$ cat config.mk
export PLATFORM = sky130hd
export DESIGN_NAME = uart_register_block
export DESIGN_NICKNAME = d
export VERILOG_FILES = /design/src/urb_pkg.sv /design/src/uart_register_block.sv /design/src/urb_cell.sv /design/src/urb_fifo.sv
export SDC_FILE = /design/constraint.sdc
export NUM_CORES = 1
export LEC_CHECK = 0
export BUFFER_PORTS_ARGS = -buffer_cell sky130_fd_sc_hd__clkbuf_2
export CORE_MARGIN = 1
export CORE_UTILIZATION = 45
export DETAILED_ROUTE_END_ITERATION = 6
export PLACE_DENSITY = 0.72
export SLEW_MARGIN = 10
export SYNTH_ARGS = -nofsm -noshare
export SYNTH_HDL_FRONTEND = slang
export SYNTH_SLANG_ARGS = --single-unit
$ cat constraint.sdc
create_clock -name clk -period 3.83 [get_ports clk]
set_input_delay 0.383 -clock clk [delete_from_list [all_inputs] [get_ports clk]]
set_output_delay 0.383 -clock clk [all_outputs]
set_load 0.05 [all_outputs]
$ cat src/urb_pkg.sv
// Shared types and constants for the UART register block.
// No dependencies; imported by every module of the block.
package urb_pkg;

	localparam int unsigned IN_DATA_W  = 24;
	localparam int unsigned OUT_DATA_W = 24;
	localparam int unsigned ACT_W      = 2;
	localparam int unsigned BYTE_W     = 8;

	typedef enum logic [ACT_W-1:0] {
		ACT_READ  = 2'd0,
		ACT_WRITE = 2'd1,
		ACT_STEP  = 2'd2
	} action_t;

	// register offsets
	localparam logic [2:0] OFF_RBR = 3'd0;
	localparam logic [2:0] OFF_IER = 3'd1;
	localparam logic [2:0] OFF_IIR = 3'd2;
	localparam logic [2:0] OFF_LCR = 3'd3;
	localparam logic [2:0] OFF_MCR = 3'd4;
	localparam logic [2:0] OFF_LSR = 3'd5;
	localparam logic [2:0] OFF_MSR = 3'd6;
	localparam logic [2:0] OFF_SCR = 3'd7;

	// interrupt identification codes
	localparam logic [2:0] ID_NONE = 3'd1;
	localparam logic [2:0] ID_TX   = 3'd2;
	localparam logic [2:0] ID_RX   = 3'd4;

	localparam logic [6:0] LSR_FIXED = 7'b0110000; // bits 7..1 of line status
	localparam logic [7:0] MSR_FIXED = 8'hB0;

	typedef struct packed {
		logic empty;
		logic full;
	} fifo_stat_t;

endpackage

$ cat src/uart_register_block.sv
// Top level: 8250-style UART register file with receive and transmit cell-chain FIFOs.
// Depends on urb_pkg and urb_fifo.
// The result of each accepted input transfer is registered in the output register.
// Throughput: one item per cycle; the output register takes a new result whenever it is
// empty or being drained in the same cycle, so only output backpressure slows the block.
// Reset (arst_n low, asynchronous): architectural registers, FIFO counts and the output valid clear;
// FIFO cell contents are not cleared and are never read before being written.
module uart_register_block #(
	parameter int unsigned RX_DEPTH = 16,
	parameter int unsigned TX_DEPTH = 16
) (
	input  logic                             clk,
	input  logic                             arst_n,
	// input stream
	input  logic                             s_tvalid,
	output logic                             s_tready,
	// [2:0] reg_offset, [10:3] write_data, [11] chip_select, [12] rx_valid,
	// [20:13] rx_byte, [23:21] zero
	input  logic [urb_pkg::IN_DATA_W-1:0]    s_tdata,
	// [1:0] action
	input  logic [urb_pkg::ACT_W-1:0]        s_tuser,
	// result stream
	output logic                             m_tvalid,
	input  logic                             m_tready,
	// [7:0] read_data, [8] irq_pulse, [9] tx_valid, [17:10] tx_byte, [23:18] zero
	output logic [urb_pkg::OUT_DATA_W-1:0]   m_tdata
);
	import urb_pkg::*;

	// input fields
	action_t     act;
	logic [2:0]  reg_offset;
	logic [7:0]  write_data;
	logic        chip_select;
	logic        rx_valid;
	logic [7:0]  rx_byte;
	logic        accept;

	assign act         = action_t'(s_tuser);
	assign reg_offset  = s_tdata[2:0];
	assign write_data  = s_tdata[10:3];
	assign chip_select = s_tdata[11];
	assign rx_valid    = s_tdata[12];
	assign rx_byte     = s_tdata[20:13];

	// architectural registers
	logic [7:0] lcr_q, ier_q, mcr_q, scr_q, dll_q, dlm_q;
	logic [2:0] iir_q;
	logic       dr_q;                    // line status bit 0, data ready
	logic [7:0] lcr_n, ier_n, mcr_n, scr_n, dll_n, dlm_n;
	logic [2:0] iir_n;
	logic       dr_n;

	// output register
	logic                  out_valid_q;
	logic [OUT_DATA_W-1:0] out_data_q;

	// FIFO hookup
	logic       rx_push, rx_pop, tx_push, tx_pop;
	logic [7:0] rx_head, tx_head;
	fifo_stat_t rx_stat, tx_stat;

	// result of the current item
	logic [7:0] rd_data;
	logic       irq;
	logic       txv;
	logic [7:0] txb;
	logic       dlab;

	// a result register that is empty or draining frees the input side
	assign s_tready = !out_valid_q || m_tready;
	assign accept   = s_tvalid && s_tready;
	assign dlab     = lcr_q[7];

	urb_fifo #(.DEPTH(RX_DEPTH)) u_rx_fifo (
		.clk       (clk),
		.arst_n    (arst_n),
		.push      (rx_push),
		.push_data (rx_byte),
		.pop       (rx_pop),
		.head      (rx_head),
		.stat      (rx_stat)
	);

	urb_fifo #(.DEPTH(TX_DEPTH)) u_tx_fifo (
		.clk       (clk),
		.arst_n    (arst_n),
		.push      (tx_push),
		.push_data (write_data),
		.pop       (tx_pop),
		.head      (tx_head),
		.stat      (tx_stat)
	);

	// register and FIFO update for one item
	always_comb begin
		lcr_n   = lcr_q;
		ier_n   = ier_q;
		mcr_n   = mcr_q;
		scr_n   = scr_q;
		dll_n   = dll_q;
		dlm_n   = dlm_q;
		iir_n   = iir_q;
		dr_n    = dr_q;
		rd_data = '0;
		irq     = 1'b0;
		txv     = 1'b0;
		txb     = '0;
		rx_push = 1'b0;
		rx_pop  = 1'b0;
		tx_push = 1'b0;
		tx_pop  = 1'b0;
		if (accept) begin
			unique case (act)
				ACT_READ: begin
					if (chip_select) begin
						unique case (reg_offset)
							OFF_RBR: begin
								if (dlab) begin
									rd_data = dll_q;
								end else begin
									if (iir_q == ID_RX) begin
										iir_n = ID_NONE;
									end
									dr_n = 1'b0;      // cleared even with bytes left
									if (!rx_stat.empty) begin
										rd_data = rx_head;
										rx_pop  = 1'b1;
									end
								end
							end
							OFF_IER: rd_data = dlab ? dlm_q : ier_q;
							OFF_IIR: begin
								rd_data = {5'b0, iir_q};
								if (iir_q == ID_TX) begin
									iir_n = ID_NONE;
								end
							end
							OFF_LCR: rd_data = lcr_q;
							OFF_MCR: rd_data = mcr_q;
							OFF_LSR: rd_data = {LSR_FIXED, dr_q};
							OFF_MSR: rd_data = MSR_FIXED;
							default: rd_data = scr_q;
						endcase
					end
				end
				ACT_WRITE: begin
					if (chip_select) begin
						unique case (reg_offset)
							OFF_RBR: begin
								if (dlab) begin
									dll_n = write_data;
								end else begin
									tx_push = 1'b1;    // dropped inside the FIFO when full
									if (ier_q[1]) begin
										iir_n = ID_TX;
										irq   = 1'b1;
									end
								end
							end
							OFF_IER: begin
								if (dlab) begin
									dlm_n = write_data;
								end else begin
									ier_n = write_data;
									if (write_data[1]) begin
										iir_n = ID_TX;
										irq   = 1'b1;
									end
								end
							end
							OFF_LCR: lcr_n = write_data;
							OFF_MCR: mcr_n = write_data;
							OFF_SCR: scr_n = write_data;
							default: ;                  // read-only offsets
						endcase
					end
				end
				ACT_STEP: begin
					if (rx_valid) begin
						rx_push = 1'b1;
						dr_n    = 1'b1;                 // set even if the byte is dropped
						if (ier_q[0]) begin
							iir_n = ID_RX;
							irq   = 1'b1;
						end
					end
					if (!tx_stat.empty) begin
						txv    = 1'b1;
						txb    = tx_head;
						tx_pop = 1'b1;
					end
				end
				default: ;                              // unused action code
			endcase
		end
	end

	always_ff @(posedge clk or negedge arst_n) begin
		if (!arst_n) begin
			lcr_q <= '0;
			ier_q <= '0;
			mcr_q <= '0;
			scr_q <= '0;
			dll_q <= '0;
			dlm_q <= '0;
			iir_q <= ID_NONE;
			dr_q  <= 1'b0;
		end else begin
			lcr_q <= lcr_n;
			ier_q <= ier_n;
			mcr_q <= mcr_n;
			scr_q <= scr_n;
			dll_q <= dll_n;
			dlm_q <= dlm_n;
			iir_q <= iir_n;
			dr_q  <= dr_n;
		end
	end

	// output register: valid under reset, payload plain
	always_ff @(posedge clk or negedge arst_n) begin
		if (!arst_n) begin
			out_valid_q <= 1'b0;
		end else if (accept) begin
			out_valid_q <= 1'b1;
		end else if (m_tready) begin
			out_valid_q <= 1'b0;
		end
	end

	always_ff @(posedge clk) begin
		if (accept) begin
			out_data_q <= {6'b0, txb, txv, irq, rd_data};
		end
	end

	assign m_tvalid = out_valid_q;
	assign m_tdata  = out_data_q;

endmodule

$ cat src/urb_cell.sv
// One byte cell of the shifting FIFO chain.
// Depends on urb_pkg.
module urb_cell (
	input  logic                      clk,
	input  logic                      shift_en,
	input  logic [urb_pkg::BYTE_W-1:0] nbr_data,
	input  logic                      load_en,
	input  logic [urb_pkg::BYTE_W-1:0] load_data,
	output logic [urb_pkg::BYTE_W-1:0] data_q
);
	import urb_pkg::*;

	// push and pop never fall in the same cycle
	always_ff @(posedge clk) begin
		if (load_en) begin
			data_q <= load_data;
		end else if (shift_en) begin
			data_q <= nbr_data;
		end
	end

endmodule

$ cat src/urb_fifo.sv
// FIFO built as a chain of byte cells; head sits in cell 0, a pop shifts the chain.
// Depends on urb_pkg and urb_cell.
module urb_fifo #(
	parameter int unsigned DEPTH = 16
) (
	input  logic                       clk,
	input  logic                       arst_n,
	input  logic                       push,
	input  logic [urb_pkg::BYTE_W-1:0] push_data,
	input  logic                       pop,
	output logic [urb_pkg::BYTE_W-1:0] head,
	output urb_pkg::fifo_stat_t        stat
);
	import urb_pkg::*;

	localparam int unsigned NC = DEPTH - 1;           // one slot stays unused
	localparam int unsigned CW = (DEPTH > 2) ? $clog2(DEPTH) : 1;

	logic [CW-1:0]     count_q;
	logic [BYTE_W-1:0] cell_data [NC];
	logic              do_push;
	logic              do_pop;

	assign stat.empty = (count_q == '0);
	assign stat.full  = (count_q == CW'(NC));
	assign do_push    = push && !stat.full;
	assign do_pop     = pop && !stat.empty;
	assign head       = cell_data[0];

	for (genvar g = 0; g < NC; g++) begin : g_cell
		logic [BYTE_W-1:0] nbr;
		if (g == NC - 1) begin : g_last
			assign nbr = cell_data[g];
		end else begin : g_mid
			assign nbr = cell_data[g+1];
		end
		urb_cell u_cell (
			.clk       (clk),
			.shift_en  (do_pop),
			.nbr_data  (nbr),
			.load_en   (do_push && (count_q == CW'(g))),
			.load_data (push_data),
			.data_q    (cell_data[g])
		);
	end

	always_ff @(posedge clk or negedge arst_n) begin
		if (!arst_n) begin
			count_q <= '0;
		end else if (do_push) begin
			count_q <= count_q + 1'b1;
		end else if (do_pop) begin
			count_q <= count_q - 1'b1;
		end
	end

endmodule

==> impl_metrics.py <==
metrics = {
    "power": {
        "p_leak_uw": 0.00595,
        "power.density_mw_per_mm2": 493,
        "ir_drop_v": 0.000254,
    },
    "drt": {
        "detail_route.wirelength_um": 26600,
        "dr.max_layer_used": "met4",
        "ant_nets": 0,
        "drtIter0Drc": 575,
        "wirelength_met1_um": 12000,
        "vias": 7646,
        "drt-pass1-iter-count": 5,
        "wl_per_cell_um": 19.2,
        "wl_met2_um": 13000,
        "drc": 0,
        "dr_wl_met3_um": 1020,
        "viasPerCell": 5.54,
    },
    "logic_synthesis": {
        "synth-xor-area-share_pct": 0.365,
        "synth_top_family_by_area": "multiplexers",
        "yosys.area.top_type": "edfxtp_1",
        "synth.avg_cell_area_um2": 15.6,
        "async_flop_share_pct": 19.1,
        "synthCells": 920,
        "syn-cell-area_mm2": 0.0144,
        "ys_warn_count": 0,
        "synth_cell_types": 70,
        "synth_compound_area_share_pct": 3.39,
        "ys_seq_area_share_pct": 64.4,
        "synth-edff-count": 258,
        "synth_top_area_share_pct": 53.8,
        "synth-simple-area-share_pct": 6.16,
        "netlist_top_cells_area": "edfxtp_1, mux2_2, dfrtp_1",
        "ys_seq_elements": 319,
        "synthFlopType": "edfxtp_1",
        "synthAdderAreaFrac_pct": 1.22,
        "muxShareOfSynthArea_pct": 22.1,
    },
    "run": {
        "max_cap_viol_count": 0,
    },
    "clocking": {
        "cts_sinks": 319,
        "clk_latency_ps": 500,
        "clockBufferDepth": 3,
        "postCtsSetupBuffers": 0,
        "clk_pin_slew_ps": 60,
        "postCtsHoldBufs": 0,
        "cts.repair.resized": 0,
        "cts_inserted_buffers": 34,
        "cts_root_buffer": "clkbuf_16",
        "cts_tree": "yes",
        "h-tree-depth": 2,
    },
    "finish": {
        "drive_above_1_share_pct": 40.3,
        "fin_area_mm2": 0.0160,
        "utilization_pct": 50.9,
        "syn2layout_area_growth_pct": 11.2,
        "fin_nets": 999,
        "antenna_cells": 0,
        "fillCellCount": 2598,
    },
    "grt": {
        "grt_pass1_vias": 7943,
        "grt-ovfl-total": 0,
        "grt_max_degree": 38,
        "antenna_found_initial": 0,
        "grt_pass1_wl_um": 43600,
        "grtUsageTotal_pct": 16.8,
    },
    "timing": {
        "finalHoldViolations": 0,
        "min_period_ps": 2820,
        "setup_viol": 0,
        "relSlewSlack_pct": 35.1,
        "drv_slew": 0,
        "finalCritPeriodShare_pct": 73.6,
        "clock.fmax_mhz": 355,
        "fin_skew_ps": 13.5,
        "finalHoldWorstSlack_ps": 37.9,
        "worstMarginPinSlew_ps": 974,
        "grt_setup_unrepaired": "no",
        "fin_tns_setup_ps": 0,
    },
    "floorplanning": {
        "die_width_um": 181,
        "die_area_mm2": 0.0327,
        "die_y_um": 181,
        "rows": 65,
        "core_mm2": 0.0315,
        "io_pins": 56,
        "start_util_pct": 45.7,
    },
    "critical_path": {
        "path_buf_inv": 1,
        "crit_type": "flop to flop",
        "crit_chain": "nand2b_1 -> nand2_1 -> inv_2 -> and3_1 -> nand4b_1 -> mux2_2",
        "reg2reg_slack_ps": 1010,
        "worstPathMaxFanout": 25,
        "worstRegToRegCells": 6,
        "rr_endpoint": "lcr_q[7]",
        "cp-end-kind": "flop",
        "cp.required_ps": 4210,
        "crit_slowest_cell": "nand4b_1",
        "cpLargestDelayFamily": "simple AND/OR/NAND/NOR gates",
        "critPathMaxStageDelay_ps": 500,
        "startpoint_type": "flop",
        "crit_arrival_ps": 3190,
        "r2r_start": "m_tvalid",
    },
    "worst_hold_path": {
        "hold_class": "primary input to async pin",
    },
    "place": {
        "numPortBuffers": 46,
        "dp_hpwl_um": 17400,
        "gp_congestion": 0.789,
        "place_area_mm2": 0.0149,
    },
    "run_status": {
        "status": "finished, final reports clean",
    },
}
-- worst max path at each step --
stage	slack [ps]	startpoint	endpoint	cells past startpoint
floorplan	1140	m_tvalid	u_rx_fifo.g_cell[10].u_cell.data_q[0]	7
global placement	880	m_tready	lcr_q[7]	7
detailed placement	900	m_tready	lcr_q[0]	7
CTS	1010	m_tvalid	lcr_q[7]	6
global route	880	m_tvalid	lcr_q[4]	6
finish	1010	m_tvalid	lcr_q[7]	6
-- through the flow --
step,worst slack [ps],power (µW),std cells
6_report,1010,7890,1381
5_1_grt,884,8190,1381
4_1_cts,1010,7950,1381
3_5_place_dp,898,4810,1321
3_3_place_gp,882,4790,1321
2_1_floorplan,1140,4610,925
-- layer usage --
layer / GRT usage, % / vias to the layer above
met5: 0 / -
met2: 28.2 / 149
li1: - / 3571
met3: 2.52 / 42
met4: 4.92 / 0
met1: 22.6 / 3884
-- cells in the final DEF, fill, tap and decap left out, drive strengths merged, types with 6 or more instances in the layout --
cell type / Yosys / layout
nand2b: 20 / 20
dfrtp: 60 / 60
clkbuf: 37 / 91
nor2: 15 / 15
nand4: 6 / 6
ha: 14 / 14
o21ai: 13 / 13
mux2: 276 / 276
mux2i: 8 / 8
nand3: 11 / 11
nor3: 8 / 8
conb: 1 / 6
nand2: 49 / 49
clkinv: 0 / 11
buf: 26 / 11
and3: 16 / 16
edfxtp: 258 / 258
a21oi: 15 / 15
inv: 12 / 13
-- where the power goes --
part	switching [µW]	leakage, µW	internal (µW)	total [µW]
Combinational	465	0.00227	244	709
Clock	1260	0.000517	1880	3140
Sequential	126	0.00316	3910	4040
Total	1860	0.00595	6040	7890
-- cells in the mapped netlist, types with 6 or more instances --
master / instances
a21oi_1: 14
and3_1: 16
buf_2: 17
buf_4: 6
clkbuf_1: 37
dfrtp_1: 60
edfxtp_1: 258
ha_1: 14
inv_1: 11
mux2_2: 275
mux2i_1: 8
nand2_1: 49
nand2b_1: 19
nand3_1: 11
nor2_1: 14
nor3_1: 6
o21ai_0: 13
-- logic make-up (layout without fill, tap and decap cells) --
family | Yosys count | count (layout)
other | 1 | 6
AO/OA/AOI/OAI | 69 | 69
AND/OR/NAND/NOR | 152 | 152
buffers and inverters | 75 | 129
multiplexers | 284 | 284
flip-flops | 319 | 319
XOR/XNOR | 6 | 6
adder cells (fa/ha/maj) | 14 | 14
-- area by class of cell --
cell class              count  area, µm²  share of cell area (%)
clock buffers              45        913                    5.71
clock inverters            15        145                   0.907
inverters                  12       45.0                   0.281
multi-input cells         531       4810                    30.1
flip-flops and latches    319       9280                    57.9
well taps                 402        503                    3.14
repair buffers             57        313                    1.95
Power figures use the tool's default switching activity.
